[config.mk]
export PLATFORM = sky130hd
export DESIGN_NAME = crc_framed_line_receiver
export DESIGN_NICKNAME = d
export VERILOG_FILES = /design/src/hw/rtl/cflr_pkg.sv /design/src/hw/rtl/cflr_judge.sv /design/src/hw/rtl/cflr_core.sv /design/src/hw/rtl/crc_framed_line_receiver.sv
export SDC_FILE = /design/constraint.sdc
export NUM_CORES = 1
export LEC_CHECK = 0
export ABC_AREA = 1
export BUFFER_PORTS_ARGS = -buffer_cell sky130_fd_sc_hd__buf_2
export CORE_AREA = 10 10 192 194
export CTS_CLUSTER_SIZE = 30
export DETAILED_ROUTE_END_ITERATION = 8
export DIE_AREA = 0 0 202 204
export GPL_ROUTABILITY_DRIVEN = 1
export PLACE_DENSITY = 0.85
export SYNTH_ARGS = -nofsm -noshare
export SYNTH_HDL_FRONTEND = slang
export SYNTH_SLANG_ARGS = --single-unit
[constraint.sdc]
create_clock -name clk -period 16.7 [get_ports clk]
set_clock_uncertainty 0.05 [all_clocks]
set_input_delay 0.835 -clock clk [delete_from_list [all_inputs] [get_ports clk]]
set_output_delay 0.835 -clock clk [all_outputs]
set_load 0.005 [all_outputs]
[src/hw/rtl/cflr_pkg.sv]
// Package for the framed line receiver: word types, phase codes, status codes,
// character constants and the small per-byte helper functions.
// Depends on nothing; used by every module of the receiver.
`default_nettype none

package cflr_pkg;

	// Input word: one received character or a timeout event.
	typedef struct packed {
		logic       mode;
		logic [7:0] rx_byte;
	} in_word_t;

	// Result word: either a payload character or a frame verdict.
	typedef struct packed {
		logic        kind;
		logic [7:0]  payload_byte;
		logic [2:0]  status;
		logic [31:0] sequence_res;
		logic [7:0]  channel;
		logic [9:0]  payload_length;
	} out_word_t;

	// Parser phase, one-hot.
	typedef enum logic [6:0] {
		PH_LEAD    = 7'b0000001,
		PH_SEQ     = 7'b0000010,
		PH_CHAN    = 7'b0000100,
		PH_LEN     = 7'b0001000,
		PH_PAYLOAD = 7'b0010000,
		PH_HEX     = 7'b0100000,
		PH_ERR     = 7'b1000000
	} phase_t;

	// Frame facts the verdict logic looks at, apart from the line counters.
	typedef struct packed {
		phase_t          phase;
		logic [31:0]     len_acc;
		logic [15:0]     crc;
		logic [3:0][7:0] hex_text;
		logic [2:0]      hex_count;
		logic            hex_ok;
	} frame_info_t;

	// Input modes and result kinds.
	localparam logic MODE_BYTE    = 1'b0;
	localparam logic MODE_TIMEOUT = 1'b1;
	localparam logic KIND_PAYLOAD = 1'b0;
	localparam logic KIND_VERDICT = 1'b1;

	// Verdict codes.
	localparam logic [2:0] ST_OK       = 3'd0;
	localparam logic [2:0] ST_TIMEOUT  = 3'd1;
	localparam logic [2:0] ST_FORMAT   = 3'd2;
	localparam logic [2:0] ST_LENGTH   = 3'd3;
	localparam logic [2:0] ST_CRC      = 3'd4;
	localparam logic [2:0] ST_OVERFLOW = 3'd5;

	// Field parser sub-states.
	localparam logic [1:0] SUB_START = 2'd0;
	localparam logic [1:0] SUB_SIGN  = 2'd1;
	localparam logic [1:0] SUB_DIGIT = 2'd2;
	localparam logic [1:0] SUB_DONE  = 2'd3;

	// Characters.
	localparam logic [7:0] CH_NUL   = 8'h00;
	localparam logic [7:0] CH_LF    = 8'h0A;
	localparam logic [7:0] CH_CR    = 8'h0D;
	localparam logic [7:0] CH_SPACE = 8'h20;
	localparam logic [7:0] CH_STAR  = 8'h2A;
	localparam logic [7:0] CH_PLUS  = 8'h2B;
	localparam logic [7:0] CH_COMMA = 8'h2C;
	localparam logic [7:0] CH_MINUS = 8'h2D;
	localparam logic [7:0] CH_ZERO  = 8'h30;
	localparam logic [7:0] CH_NINE  = 8'h39;
	localparam logic [7:0] CH_AT    = 8'h40;
	localparam logic [7:0] CH_XU    = 8'h58;
	localparam logic [7:0] CH_XL    = 8'h78;
	localparam logic [7:0] CH_TAB   = 8'h09;

	// Numeric constants.
	localparam logic [15:0] CRC_POLY  = 16'h1021;
	localparam logic [15:0] CRC_INIT  = 16'hFFFF;
	localparam logic [32:0] NUM_SAT   = 33'h1_0000_0000;
	localparam logic [10:0] CAP_RESET = 11'd1024;
	localparam logic [10:0] CAP_MIN   = 11'd2;

	// White space: space, TAB, LF, VT, FF, CR.
	function automatic logic is_ws(input logic [7:0] c);
		return (c == CH_SPACE) || ((c >= CH_TAB) && (c <= CH_CR));
	endfunction

	function automatic logic is_digit(input logic [7:0] c);
		return (c >= CH_ZERO) && (c <= CH_NINE);
	endfunction

	// Hex digit decode: bit 4 says the character is a hex digit.
	function automatic logic [4:0] hex_val(input logic [7:0] c);
		logic [4:0] r;
		r = 5'd0;
		if (c >= 8'h30 && c <= 8'h39) begin
			r = {1'b1, c[3:0]};
		end else if ((c >= 8'h61 && c <= 8'h66) || (c >= 8'h41 && c <= 8'h46)) begin
			r = {1'b1, c[3:0] + 4'd9};
		end
		return r;
	endfunction

	// One byte of CRC16-CCITT, MSB first.
	function automatic logic [15:0] crc_byte(input logic [15:0] crc, input logic [7:0] b);
		logic [15:0] r;
		r = crc ^ {b, 8'h00};
		for (int k = 0; k < 8; k++) begin
			r = r[15] ? ({r[14:0], 1'b0} ^ CRC_POLY) : {r[14:0], 1'b0};
		end
		return r;
	endfunction

	// Decimal accumulate of one digit, saturating at 2^32.
	function automatic logic [32:0] num_step(input logic [32:0] num, input logic [3:0] d);
		logic [36:0] p;
		p = {1'b0, num, 3'b000} + {3'b000, num, 1'b0} + {33'd0, d};
		return (p > {4'd0, NUM_SAT}) ? NUM_SAT : p[32:0];
	endfunction

endpackage

`default_nettype wire

[src/hw/rtl/cflr_judge.sv]
// Frame verdict logic: decodes the four hex characters and ranks the checks.
// Depends on cflr_pkg.
`default_nettype none

module cflr_judge #(
	parameter int LINE_MAX = 1024,
	localparam int LC_W = $clog2(LINE_MAX)
) (
	input  wire logic [10:0]          capacity,
	input  wire logic                 timeout,
	input  wire logic                 cut,
	input  wire cflr_pkg::frame_info_t info,
	input  wire logic [LC_W-1:0]      line_count,
	input  wire logic [LC_W-1:0]      pending_cr,
	input  wire logic [LC_W-1:0]      payload_count,
	output logic [2:0]                status
);

	logic [15:0] hex_value;
	logic [31:0] count_ext;
	logic        hex_short;

	// Decode the hex field: white space, sign, 0x prefix, then hex digits.
	always_comb begin
		logic [2:0]  i;
		logic        neg;
		logic [15:0] v;
		logic [4:0]  hv;
		i   = 3'd0;
		neg = 1'b0;
		v   = 16'd0;
		for (int k = 0; k < 4; k++) begin
			if (i == 3'(k) && cflr_pkg::is_ws(info.hex_text[k])) begin
				i = 3'(k + 1);
			end
		end
		if (i < 3'd4) begin
			if (info.hex_text[i[1:0]] == cflr_pkg::CH_PLUS ||
			    info.hex_text[i[1:0]] == cflr_pkg::CH_MINUS) begin
				neg = (info.hex_text[i[1:0]] == cflr_pkg::CH_MINUS);
				i   = i + 3'd1;
			end
		end
		if (i < 3'd3) begin
			if (info.hex_text[i[1:0]] == cflr_pkg::CH_ZERO &&
			    (info.hex_text[i[1:0] + 2'd1] == cflr_pkg::CH_XL ||
			     info.hex_text[i[1:0] + 2'd1] == cflr_pkg::CH_XU)) begin
				i = i + 3'd2;
			end
		end
		for (int k = 0; k < 4; k++) begin
			hv = cflr_pkg::hex_val(info.hex_text[k]);
			if (i == 3'(k) && hv[4]) begin
				v = {v[11:0], hv[3:0]};
				i = 3'(k + 1);
			end
		end
		hex_value = neg ? (~v + 16'd1) : v;
	end

	assign count_ext = 32'(payload_count);
	assign hex_short = cut ? (info.hex_count < 3'd4) : !info.hex_ok;

	// Checks in priority order.
	always_comb begin
		if (capacity < cflr_pkg::CAP_MIN) begin
			status = cflr_pkg::ST_OVERFLOW;
		end else if (timeout) begin
			status = cflr_pkg::ST_TIMEOUT;
		end else if (!cut && line_count == pending_cr) begin
			status = cflr_pkg::ST_TIMEOUT;
		end else if (info.phase != cflr_pkg::PH_HEX) begin
			status = cflr_pkg::ST_FORMAT;
		end else if (count_ext != info.len_acc) begin
			status = cflr_pkg::ST_LENGTH;
		end else if (hex_short) begin
			status = cflr_pkg::ST_FORMAT;
		end else if (hex_value != info.crc) begin
			status = cflr_pkg::ST_CRC;
		end else if ((count_ext + 32'd1) > 32'(capacity)) begin
			status = cflr_pkg::ST_OVERFLOW;
		end else begin
			status = cflr_pkg::ST_OK;
		end
	end

endmodule

`default_nettype wire

[src/hw/rtl/cflr_core.sv]
// Line parser: holds the per-line state and works through one word per step,
// giving at most one result word. Depends on cflr_pkg and cflr_judge.
`default_nettype none

module cflr_core #(
	parameter int LINE_MAX = 1024,
	localparam int LC_W = $clog2(LINE_MAX)
) (
	input  wire logic                clk,
	input  wire logic                arst_n,
	input  wire logic                step,
	input  wire cflr_pkg::in_word_t  item,
	input  wire logic [10:0]         capacity,
	output logic                     has_res,
	output cflr_pkg::out_word_t      res
);

	cflr_pkg::phase_t phase_q, phase_d;
	logic [15:0]      crc_q, crc_d;
	logic [31:0]      seq_q, seq_d;
	logic [7:0]       chan_q, chan_d;
	logic [31:0]      len_q, len_d;
	logic [32:0]      num_q, num_d;
	logic [1:0]       sub_q, sub_d;
	logic             neg_q, neg_d;
	logic             dig_q, dig_d;
	logic [LC_W-1:0]  pcount_q, pcount_d;
	logic [LC_W-1:0]  lcount_q, lcount_d;
	logic [LC_W-1:0]  pcr_q, pcr_d;
	logic [3:0][7:0]  hex_text_q, hex_text_d;
	logic [2:0]       hex_count_q, hex_count_d;
	logic             hex_ok_q, hex_ok_d;

	logic [7:0]             c;
	logic                   is_tmo;
	logic                   is_lf;
	logic                   line_full;
	logic                   verdict;
	logic [2:0]             status;
	logic [31:0]            field_val;
	logic [31:0]            count_ext;
	cflr_pkg::frame_info_t  info;

	assign c         = item.rx_byte;
	assign is_tmo    = (item.mode == cflr_pkg::MODE_TIMEOUT);
	assign is_lf     = (c == cflr_pkg::CH_LF);
	assign line_full = ({1'b0, lcount_q} + 1'b1) >= (LC_W + 1)'(LINE_MAX);
	assign verdict   = is_tmo || is_lf || line_full;
	assign count_ext = 32'(pcount_q);

	// Value of a finished decimal field.
	assign field_val = num_q[32] ? 32'hFFFF_FFFF :
	                   (neg_q ? (~num_q[31:0] + 32'd1) : num_q[31:0]);

	assign info = '{phase: phase_q, len_acc: len_q, crc: crc_q, hex_text: hex_text_q,
	                hex_count: hex_count_q, hex_ok: hex_ok_q};

	cflr_judge #(.LINE_MAX(LINE_MAX)) u_judge (
		.capacity      (capacity),
		.timeout       (is_tmo),
		.cut           (!is_tmo && !is_lf && line_full),
		.info          (info),
		.line_count    (lcount_q),
		.pending_cr    (pcr_q),
		.payload_count (pcount_q),
		.status        (status)
	);

	// Next state and result for the word in hand.
	always_comb begin
		phase_d     = phase_q;
		crc_d       = crc_q;
		seq_d       = seq_q;
		chan_d      = chan_q;
		len_d       = len_q;
		num_d       = num_q;
		sub_d       = sub_q;
		neg_d       = neg_q;
		dig_d       = dig_q;
		pcount_d    = pcount_q;
		lcount_d    = lcount_q;
		pcr_d       = pcr_q;
		hex_text_d  = hex_text_q;
		hex_count_d = hex_count_q;
		hex_ok_d    = hex_ok_q;
		has_res     = 1'b0;
		res         = '0;

		if (verdict) begin
			// End of line, timeout or full line: report and start over.
			has_res  = 1'b1;
			res.kind = cflr_pkg::KIND_VERDICT;
			res.status = status;
			if (status == cflr_pkg::ST_OK) begin
				res.sequence_res   = seq_q;
				res.channel        = chan_q;
				res.payload_length = count_ext[9:0];
			end
			phase_d     = cflr_pkg::PH_LEAD;
			crc_d       = cflr_pkg::CRC_INIT;
			seq_d       = '0;
			chan_d      = '0;
			len_d       = '0;
			num_d       = '0;
			sub_d       = cflr_pkg::SUB_START;
			neg_d       = 1'b0;
			dig_d       = 1'b0;
			pcount_d    = '0;
			lcount_d    = '0;
			pcr_d       = '0;
			hex_text_d  = '0;
			hex_count_d = '0;
			hex_ok_d    = 1'b0;
		end else begin
			lcount_d = lcount_q + 1'b1;
			pcr_d    = (c == cflr_pkg::CH_CR) ? (pcr_q + 1'b1) : '0;
			case (phase_q)
				cflr_pkg::PH_LEAD: begin
					if (c == cflr_pkg::CH_AT) begin
						phase_d = cflr_pkg::PH_SEQ;
					end else if (!cflr_pkg::is_ws(c)) begin
						phase_d = cflr_pkg::PH_ERR;
					end
				end
				cflr_pkg::PH_SEQ, cflr_pkg::PH_CHAN, cflr_pkg::PH_LEN: begin
					if (c == cflr_pkg::CH_NUL) begin
						phase_d = cflr_pkg::PH_ERR;
					end else if (c == cflr_pkg::CH_COMMA) begin
						// Close the field and store it.
						if (!dig_q) begin
							phase_d = cflr_pkg::PH_ERR;
						end else begin
							num_d = '0;
							sub_d = cflr_pkg::SUB_START;
							neg_d = 1'b0;
							dig_d = 1'b0;
							if (phase_q == cflr_pkg::PH_SEQ) begin
								seq_d   = field_val;
								phase_d = cflr_pkg::PH_CHAN;
							end else if (phase_q == cflr_pkg::PH_CHAN) begin
								if (field_val[31:8] != 24'd0) begin
									phase_d = cflr_pkg::PH_ERR;
								end else begin
									chan_d  = field_val[7:0];
									phase_d = cflr_pkg::PH_LEN;
								end
							end else begin
								len_d   = field_val;
								phase_d = cflr_pkg::PH_PAYLOAD;
							end
						end
					end else begin
						// Feed one character to the decimal field.
						if (sub_q == cflr_pkg::SUB_START && cflr_pkg::is_ws(c)) begin
							sub_d = sub_q;
						end else if (sub_q == cflr_pkg::SUB_START &&
						             (c == cflr_pkg::CH_PLUS || c == cflr_pkg::CH_MINUS)) begin
							sub_d = cflr_pkg::SUB_SIGN;
							neg_d = neg_q || (c == cflr_pkg::CH_MINUS);
						end else if (sub_q == cflr_pkg::SUB_DONE) begin
							sub_d = sub_q;
						end else if (cflr_pkg::is_digit(c)) begin
							num_d = cflr_pkg::num_step(num_q, c[3:0]);
							sub_d = cflr_pkg::SUB_DIGIT;
							dig_d = 1'b1;
						end else begin
							sub_d = cflr_pkg::SUB_DONE;
						end
					end
				end
				cflr_pkg::PH_PAYLOAD: begin
					if (c == cflr_pkg::CH_NUL) begin
						phase_d = cflr_pkg::PH_ERR;
					end else if (c == cflr_pkg::CH_STAR) begin
						phase_d     = cflr_pkg::PH_HEX;
						hex_count_d = '0;
					end else begin
						crc_d            = cflr_pkg::crc_byte(crc_q, c);
						pcount_d         = pcount_q + 1'b1;
						has_res          = 1'b1;
						res.kind         = cflr_pkg::KIND_PAYLOAD;
						res.payload_byte = c;
					end
				end
				cflr_pkg::PH_HEX: begin
					if (c != cflr_pkg::CH_CR && hex_count_q >= 3'd3) begin
						hex_ok_d = 1'b1;
					end
					if (hex_count_q < 3'd4) begin
						if (c == cflr_pkg::CH_NUL) begin
							phase_d = cflr_pkg::PH_ERR;
						end else begin
							hex_text_d[hex_count_q[1:0]] = c;
							hex_count_d = hex_count_q + 3'd1;
						end
					end
				end
				default: begin
					phase_d = phase_q;
				end
			endcase
		end
	end

	// Line state registers, advanced once per consumed word.
	always_ff @(posedge clk or negedge arst_n) begin
		if (!arst_n) begin
			phase_q     <= cflr_pkg::PH_LEAD;
			crc_q       <= cflr_pkg::CRC_INIT;
			seq_q       <= '0;
			chan_q      <= '0;
			len_q       <= '0;
			num_q       <= '0;
			sub_q       <= cflr_pkg::SUB_START;
			neg_q       <= 1'b0;
			dig_q       <= 1'b0;
			pcount_q    <= '0;
			lcount_q    <= '0;
			pcr_q       <= '0;
			hex_text_q  <= '0;
			hex_count_q <= '0;
			hex_ok_q    <= 1'b0;
		end else if (step) begin
			phase_q     <= phase_d;
			crc_q       <= crc_d;
			seq_q       <= seq_d;
			chan_q      <= chan_d;
			len_q       <= len_d;
			num_q       <= num_d;
			sub_q       <= sub_d;
			neg_q       <= neg_d;
			dig_q       <= dig_d;
			pcount_q    <= pcount_d;
			lcount_q    <= lcount_d;
			pcr_q       <= pcr_d;
			hex_text_q  <= hex_text_d;
			hex_count_q <= hex_count_d;
			hex_ok_q    <= hex_ok_d;
		end
	end

endmodule

`default_nettype wire

[src/hw/rtl/crc_framed_line_receiver.sv]
// Top level of the framed line receiver: input register, line parser, result
// register and the capacity register. Depends on cflr_pkg and cflr_core.
//
//  channel  | signals                       | moves
//  ---------+-------------------------------+------------------------------------
//  item     | item_valid, item_ready, item  | one received byte or timeout event
//  res      | res_valid, res_ready, res     | one payload byte or frame verdict
//  cfg      | cfg_we, cfg_wdata             | payload capacity, written at once
//
// Each word is parsed in the input register; its result, if any, goes into
// the result register as the word moves on, so a word can be taken every
// cycle unless the input register is held. The input register holds a word
// only while it would produce a result and the result register is full and
// not being taken. Reset clears the line state and sets the capacity to 1024.
`default_nettype none

module crc_framed_line_receiver #(
	parameter int LINE_MAX = 1024
) (
	input  wire logic                clk,
	input  wire logic                arst_n,
	input  wire logic                item_valid,
	output logic                     item_ready,
	input  wire cflr_pkg::in_word_t  item,
	output logic                     res_valid,
	input  wire logic                res_ready,
	output cflr_pkg::out_word_t      res,
	input  wire logic                cfg_we,
	input  wire logic [10:0]         cfg_wdata
);

	cflr_pkg::in_word_t  item_s1;
	logic                v_s1;
	cflr_pkg::out_word_t res_s2;
	logic                res_v_s2;
	logic [10:0]         cap_q;
	logic                has_res;
	cflr_pkg::out_word_t core_res;
	logic                advance;

	// The parsed word moves on unless its result would overwrite a waiting one.
	assign advance    = v_s1 && (!has_res || !res_v_s2 || res_ready);
	assign item_ready = !v_s1 || advance;
	assign res_valid  = res_v_s2;
	assign res        = res_s2;

	cflr_core #(.LINE_MAX(LINE_MAX)) u_core (
		.clk      (clk),
		.arst_n   (arst_n),
		.step     (advance),
		.item     (item_s1),
		.capacity (cap_q),
		.has_res  (has_res),
		.res      (core_res)
	);

	// Input register valid and capacity register.
	always_ff @(posedge clk or negedge arst_n) begin
		if (!arst_n) begin
			v_s1  <= 1'b0;
			cap_q <= cflr_pkg::CAP_RESET;
		end else begin
			if (item_ready) begin
				v_s1 <= item_valid;
			end
			if (cfg_we) begin
				cap_q <= cfg_wdata;
			end
		end
	end

	// Input register payload.
	always_ff @(posedge clk) begin
		if (item_ready && item_valid) begin
			item_s1 <= item;
		end
	end

	// Result register valid.
	always_ff @(posedge clk or negedge arst_n) begin
		if (!arst_n) begin
			res_v_s2 <= 1'b0;
		end else if (advance && has_res) begin
			res_v_s2 <= 1'b1;
		end else if (res_ready) begin
			res_v_s2 <= 1'b0;
		end
	end

	// Result register payload.
	always_ff @(posedge clk) begin
		if (advance && has_res) begin
			res_s2 <= core_res;
		end
	end

endmodule

`default_nettype wire
Word-level counts from Yosys, hierarchy flattened --
Index checks and enable logic that the tools add are counted.
Storage, ports and cells: flip-flop bits (word level) 282, bits of input ports 25, output and inout bits 64, word-level logic and storage cells 411
Cells by class: add/sub/neg operators 17, magnitude comparators 49, equal/unequal tests 53, muxes and demuxes 156, bitwise gates (word level) 12, reduce and logical (&&, ||, !) cells 95
Operators by type and width (count):
- $mux W32 | 19
- $mux W33 | 10
- $mux W16 | 8
- $mux W13 | 8
- $mux W8 | 13
- $eq A8 B6 Y1 const B | 12
- $mux W7 | 13
- $mux W10 | 7
- $mux W3 | 22
- $ge A8 B7 Y1 const B | 8
- $le A8 B7 Y1 const B | 8
- $bmux W8 S2 | 3
- $ge A8 B4 Y1 const B | 5
- $ge A8 B6 Y1 const B | 5
- $le A8 B4 Y1 const B | 5
- $le A8 B6 Y1 const B | 5
- $mux W5 | 8
- $add A36 B34 Y37 | 1
- $add A37 B4 Y37 | 1
- $gt A37 B33 Y1 const B | 1
- $logic_and A1 B1 Y1 | 36
- $add A32 B1 Y32 const B | 1
- $bwmux W32 | 1
- $ne A10 B32 Y1 | 1
- 65 further kinds | 181

Longest topological paths before layout --
word-level depth 52, depth in mapped cells 53, depth with buffers taken out 51

Cells and area by module --
Synthesis repeated with hierarchy kept, for this count alone.
Unflattened totals: cell total of the unflattened synthesis 2835, area, all modules 20378.3 um2
By module, submodules not included:
- cflr_core | instances 1, cells each 1945, area each 13634.3 um2, sequential area each 4976.0 um2
- cflr_judge | instances 1, cells each 759, area each 4048.9 um2, sequential area each 0.0 um2
- crc_framed_line_receiver | instances 1, cells each 131, area each 2695.1 um2, sequential area each 2458.6 um2

Least setup slack after synthesis --
No wires, ideal clock.
path type register -> register, start point reg u_core.hex_text_q[16] (netlist bit), end point reg res_s2, in the netlist res[7], data pin, library setup time 0.260 ns, arrival time 5.501 ns, data required time 16.390 ns, path slack 10.890 ns, cell stages (with the launch flop) 49, buffers on the path 3, clock period less this slack 5.810 ns, cells stage by stage dfrtp_1 > clkinv_1 > ha_1 > nand2_1 > nand2_1 > nand3_1 > nand2_1 > nand2_2 > nand2_2 > nand2_4 > nand2_4 > buf_6 > o211ai_1 > nand2_1 > inv_2 > nand2_4 > nand2_2 > nand2_4 > [13 not listed] > nand2_4 > ha_1 > or2_2 > xor2_1 > nand3_1 > nand2_1 > nand4_1 > nor2_1 > nand3_1 > nor2_1 > nand2_1 > nor2_1 > nand4_1 > nand2_1 > nand2_1 > nand2_2 > buf_6 > nor3_2
On the way: cells in the longest elaborated chain, start to end 47, elaborated cells between the ends (all ways) 76, those cells by class add/sub: 5; order compare: 10; eq/ne: 11; mux: 31; bitwise: 1; reduce/logical: 18
Ends and longest elaborated chain:
- start: declaration | RTL line cflr_core.sv:30 | logic [3:0][7:0] hex_text_q, hex_text_d;
- start signal: assignment | RTL line cflr_core.sv:236 | hex_text_q <= hex_text_d;
- $ge A8 B4 Y1 or $le A8 B4 Y1 (tied branches) | RTL line cflr_pkg.sv:90 | return (c == CH_SPACE) || ((c >= CH_TAB) && (c <= CH_CR));
- $logic_and A1 B1 Y1 | RTL line cflr_pkg.sv:90
- $logic_or A1 B1 Y1 | RTL line cflr_pkg.sv:90
- $logic_and A1 B1 Y1 | RTL line cflr_judge.sv:33 | if (i == 3'(k) && cflr_pkg::is_ws(info.hex_text[k])) begin
- $mux W3 | RTL line cflr_judge.sv:33
- $eq A3 B2 Y1 | RTL line cflr_judge.sv:33
- $logic_and A1 B1 Y1 | RTL line cflr_judge.sv:33
- $mux W3 | RTL line cflr_judge.sv:33
- [31 not listed]
- $mux W3 (*) | RTL line cflr_judge.sv:76 | end else if (hex_short) begin
- $mux W3 (*) | RTL line cflr_judge.sv:74 | end else if (count_ext != info.len_acc) begin
- $mux W3 (*) | RTL line cflr_judge.sv:72 | end else if (info.phase != cflr_pkg::PH_HEX) begin
- $mux W3 (*) | RTL line cflr_judge.sv:70 | end else if (!cut && line_count == pending_cr) begin
- $mux W3 (*) | RTL line cflr_judge.sv:68 | end else if (timeout) begin
- $mux W3 (*) | RTL line cflr_judge.sv:66 | if (capacity < cflr_pkg::CAP_MIN) begin
- $logic_not A3 Y1 (*) | RTL line cflr_core.sv:94 | if (status == cflr_pkg::ST_OK) begin
- $reduce_and A2 Y1 (no source line) (*)
- end signal: assignment | RTL line crc_framed_line_receiver.sv:93 | res_s2 <= core_res;
- end: declaration | RTL line crc_framed_line_receiver.sv:34 | cflr_pkg::out_word_t res_s2;
Every way passes the cells marked *; elsewhere a longest branch is shown, timed or not. The select of a mux whose other input is x is not followed. A chain may end at the register's enable or synchronous reset.

Final worst setup path --
start point reg u_core.hex_text_q[1] (netlist bit), end point reg res_s2, in the netlist res[49], data pin
On the way: cells in the longest elaborated chain, start to end 52, elaborated cells between the ends (all ways) 81, those cells by class add/sub: 5; order compare: 10; eq/ne: 13; mux: 33; bitwise: 1; reduce/logical: 19
Ends and longest elaborated chain (RTL line):
- $ge A8 B4 Y1 or $le A8 B4 Y1 (tied branches) | cflr_pkg.sv:90
- $logic_and A1 B1 Y1 | cflr_pkg.sv:90
- $logic_or A1 B1 Y1 | cflr_pkg.sv:90
- $mux W1 | cflr_judge.sv:33
- $eq A1 B1 Y1 | cflr_judge.sv:33
- $logic_and A1 B1 Y1 | cflr_judge.sv:33
- $mux W2 | cflr_judge.sv:33
- $eq A3 B2 Y1 | cflr_judge.sv:33
- [36 not listed]
- $mux W3 (*) | cflr_judge.sv:76
- $mux W3 (*) | cflr_judge.sv:74
- $mux W3 (*) | cflr_judge.sv:72
- $mux W3 (*) | cflr_judge.sv:70
- $mux W3 (*) | cflr_judge.sv:68
- $mux W3 (*) | cflr_judge.sv:66
- $logic_not A3 Y1 (*) | cflr_core.sv:94
- $reduce_and A2 Y1 (no source line) (*)
Marks and branches as above.

==> results.md <==
* Crit-path most repeated cell: nand2_4
* Cell Pwr Density at 131 nW/um^2
* Yosys cell types at 69
* Num CTS Buffers at 30
* First-pass GRT wire length at 83.2 mm
* Initial DRC Count at 1529
* HPWL after DPL at 37.8 mm
* Period Utilization, post-route at 44.7%
* Post-CTS Setup Inserts at 0
* RSZ-0062 raised after global routing: no
* Clock Pin Slew Worst Setup and Hold Paths at 0.07 ns
* I/O Buffers at 88
* DR vias/cell at 5.80
* Remaining Overflow, GRT at 0
* CTS tree: built
* Antenna cells at 0
* I/O Pins at 89
* Routed WL at 50.5 mm
* Main combinational cell family by area after synthesis: simple AND/OR/NAND/NOR gates
* Relative slew slack at 28.6%
* Max-slew violations at 0
* Worst setup SP type: flip-flop
* XOR/XNOR Fraction of Synth Area at 3.87%
* Die span in x at 202 um
* CORE AREA at 33100 um^2
* First-pass iteration count of the detailed router at 6
* Sequential element share of the synthesized area at 40.0%
* Clock root cell: clkbuf_16
* Core Util, Final at 61.7%
* Area share of the largest cell type after synthesis at 26.0%
* Synthesized area at 18600 um^2
* Slew @ Worst Pin at 1.07 ns
* Slowest cell on the critical path: nand3_4
* Die area at 41200 um^2
* Worst vdd ir at 0.0899 mV
* FMAX at 134 MHz
* GPL Wtd Cong at 0.974
* Row Count at 67
* Setup violators final at 0
* Arr. time, crit path at 7.79 ns
* Gr usage total at 24.0%
* Pin count of the biggest net entering global routing at 94
* Ys flop type: dfrtp_1
* Cts repair resizes at 0
* Asr flop ratio synth at 74.8%
* Post-synth top cells: nand2_1 (461), inv_1 (324), dfrtp_1 (193), o21ai_0 (188), nor2_1 (178)
* Final hold violations at 0
* Clk buf depth at 3
* Area delta synth->final at 9.99%
* Flops & latches, synth at 282
* Setup_tns at 0 ns
* Antenna viol nets, final at 0
* H-tree lvl count at 1
* TritonCTS Sinks at 282
* Routed wire per std cell at 17.5 um
* Leading area contributor after synthesis: dfrtp_1
* Hold WC Path Type: in2async
* Cell with the most instances after synthesis: nand2_1
* Post-CTS Hold Buffers at 0
* Post-synthesis mux area share at 0.0606%
* Die H at 204 um
* Post-route minimum period at 7.46 ns
* # nets final at 2542
* Post-synth EDFFs at 71
* CP Max Fanout at 50
* Number of max-cap violations at 0
* Status: finished, final reports clean
* Drt drc at 0
* Post-Synthesis Cells at 2338
* Synth top area cells: dfrtp_1 (26%), edfxtp_1 (11%), nand2_1 (9.3%)
* YS warnings at 0
* Share of layout cells above drive strength 1 at 12.2%
* Vias in the first global route at 16300
* Initial Util at 56.1%
* Syn Nets at 2468
* Adder-Cell Fraction of Synth Area at 7.16%
* Area fraction in compound gates after synthesis at 14.0%
* Via count at 16700
* Critical Path RT at 17.03 ns
* Clk_lat worst skew at 0.56 ns
* CP Capture Type: flip-flop
* Initial antenna violation count at 0
* P_leak at 9.60 nW
* Post-Synth Simple-Gate Area at 26.2%
* Crit-path max cell delay at 0.62 ns
* Critical path class: reg2reg
* Synthesized area per cell at 7.94 um^2
-- worst max-delay path, delay by kind of cell, from the launching register on --
kind | cells | cell delay (ns)
buffers and inverters | 3 | 0.55
adders and majority gates | 2 | 0.41
DFF | 1 | 0.42
and+or+nand+nor | 35 | 4.90
AOI/OAI and AO/OA | 3 | 0.75
xor gates and xnor gates | 1 | 0.17
-- flip-flops by register name (all words and copies together) (netlist names), 2 cells and up --
| signal | count |
|---|---|
| res | 62 |
| u_core.num_q | 33 |
| u_core.hex_text_q | 32 |
| u_core.len_q | 32 |
| u_core.seq_q | 32 |
| u_core.crc_q | 16 |
| cap_q | 11 |
| u_core.lcount_q | 10 |
| u_core.pcount_q | 10 |
| u_core.pcr_q | 10 |
| item_s1 | 9 |
| u_core.chan_q | 8 |
| u_core.phase_q | 7 |
| u_core.hex_count_q | 3 |
| u_core.sub_q | 2 |
-- power by group --
| group | total, mW | switching (mW) | internal, mW |
|---|---|---|---|
| sequential | 0.960 | 0.115 | 0.844 |
| combinational | 0.998 | 0.658 | 0.341 |
| clock | 0.710 | 0.286 | 0.424 |
| total | 2.67 | 1.06 | 1.61 |
-- cells in the final DEF (no fill, tap or decap), types with 33 or more instances in the layout --
cell type  synthesis  final
inv_1            324    323
nor3_1            52     52
nand4_1           40     40
nor3_2            50     50
ha_1             103    103
nor2_1           178    178
nand2_1          461    461
edfxtp_1          71     71
buf_2              1     87
clkbuf_16          0     33
a21oi_1          117    117
o21ai_0          188    188
dfrtp_1          193    193
o22ai_1           61     61
xor2_1            51     51
nand3_1          144    144
-- routing by layer --
metal | vias up | global-route usage (%) | share of wire, % | routed length (um)
li1 | 8016 | - | - | -
met5 | - | 0 | 0 | 0
met3 | 118 | 3.50 | 6.8 | 3410
met4 | 0 | 8.24 | 3.2 | 1610
met1 | 7941 | 31.3 | 42 | 21300
met2 | 641 | 40.3 | 48 | 24200
-- logic make-up (layout without fill, tap and decap cells) --
logic type	count (synthesis)	count (layout)
multiplexers	1	1
adder cells (fa/ha/maj)	105	105
buffers and inverters	400	498
AO/OA/AOI/OAI	451	451
XOR/XNOR	82	82
flip-flops	282	282
AND/OR/NAND/NOR	1017	1017
-- cell type report --
| type | instances | area [um^2] |
|---|---|---|
| Sequential cell | 282 | 7430 |
| Timing Repair Buffer | 101 | 547 |
| Tap cell | 448 | 561 |
| Inverter | 341 | 1280 |
| Multi-Input combinational cell | 1656 | 9540 |
| Fill cell | 2766 | 12700 |
| Clock buffer | 43 | 903 |
| Clock inverter | 13 | 164 |
-- path summary, 6_finish.rpt --
kind / cells past startpoint / to / startpoint / slack [ns]
worst max-delay path: 44 / res[49] / u_core.hex_text_q[1] / 9.24
worst min-delay path: 1 / u_core.hex_text_q[0] / arst_n / 0.27
worst max register to register: 44 / res[49] / u_core.hex_text_q[1] / 9.24
worst min register to register: 2 / u_core.len_q[14] / u_core.len_q[14] / 0.44
max in group asynchronous: 2 / u_core.pcount_q[9] / arst_n / 14.84
min in group clk: 1 / item_s1[5] / item[5] / 0.44
-- per-stage QoR --
stage               power [mW]  setup slack [ns]  hold WS, ns  area, um^2  std cells
CTS                       2.66              9.28        0.321       20400       2884
finish                    2.67              9.24        0.273       20400       2884
global route              2.84              8.59        0.334       20400       2884
floorplan                 1.68             10.89        0.399       18600       2338
global placement          1.89              9.60        0.414       19400       2828
detailed placement        1.94              9.31        0.420       19400       2828
Note: power is estimated with default switching activity, not from simulation.
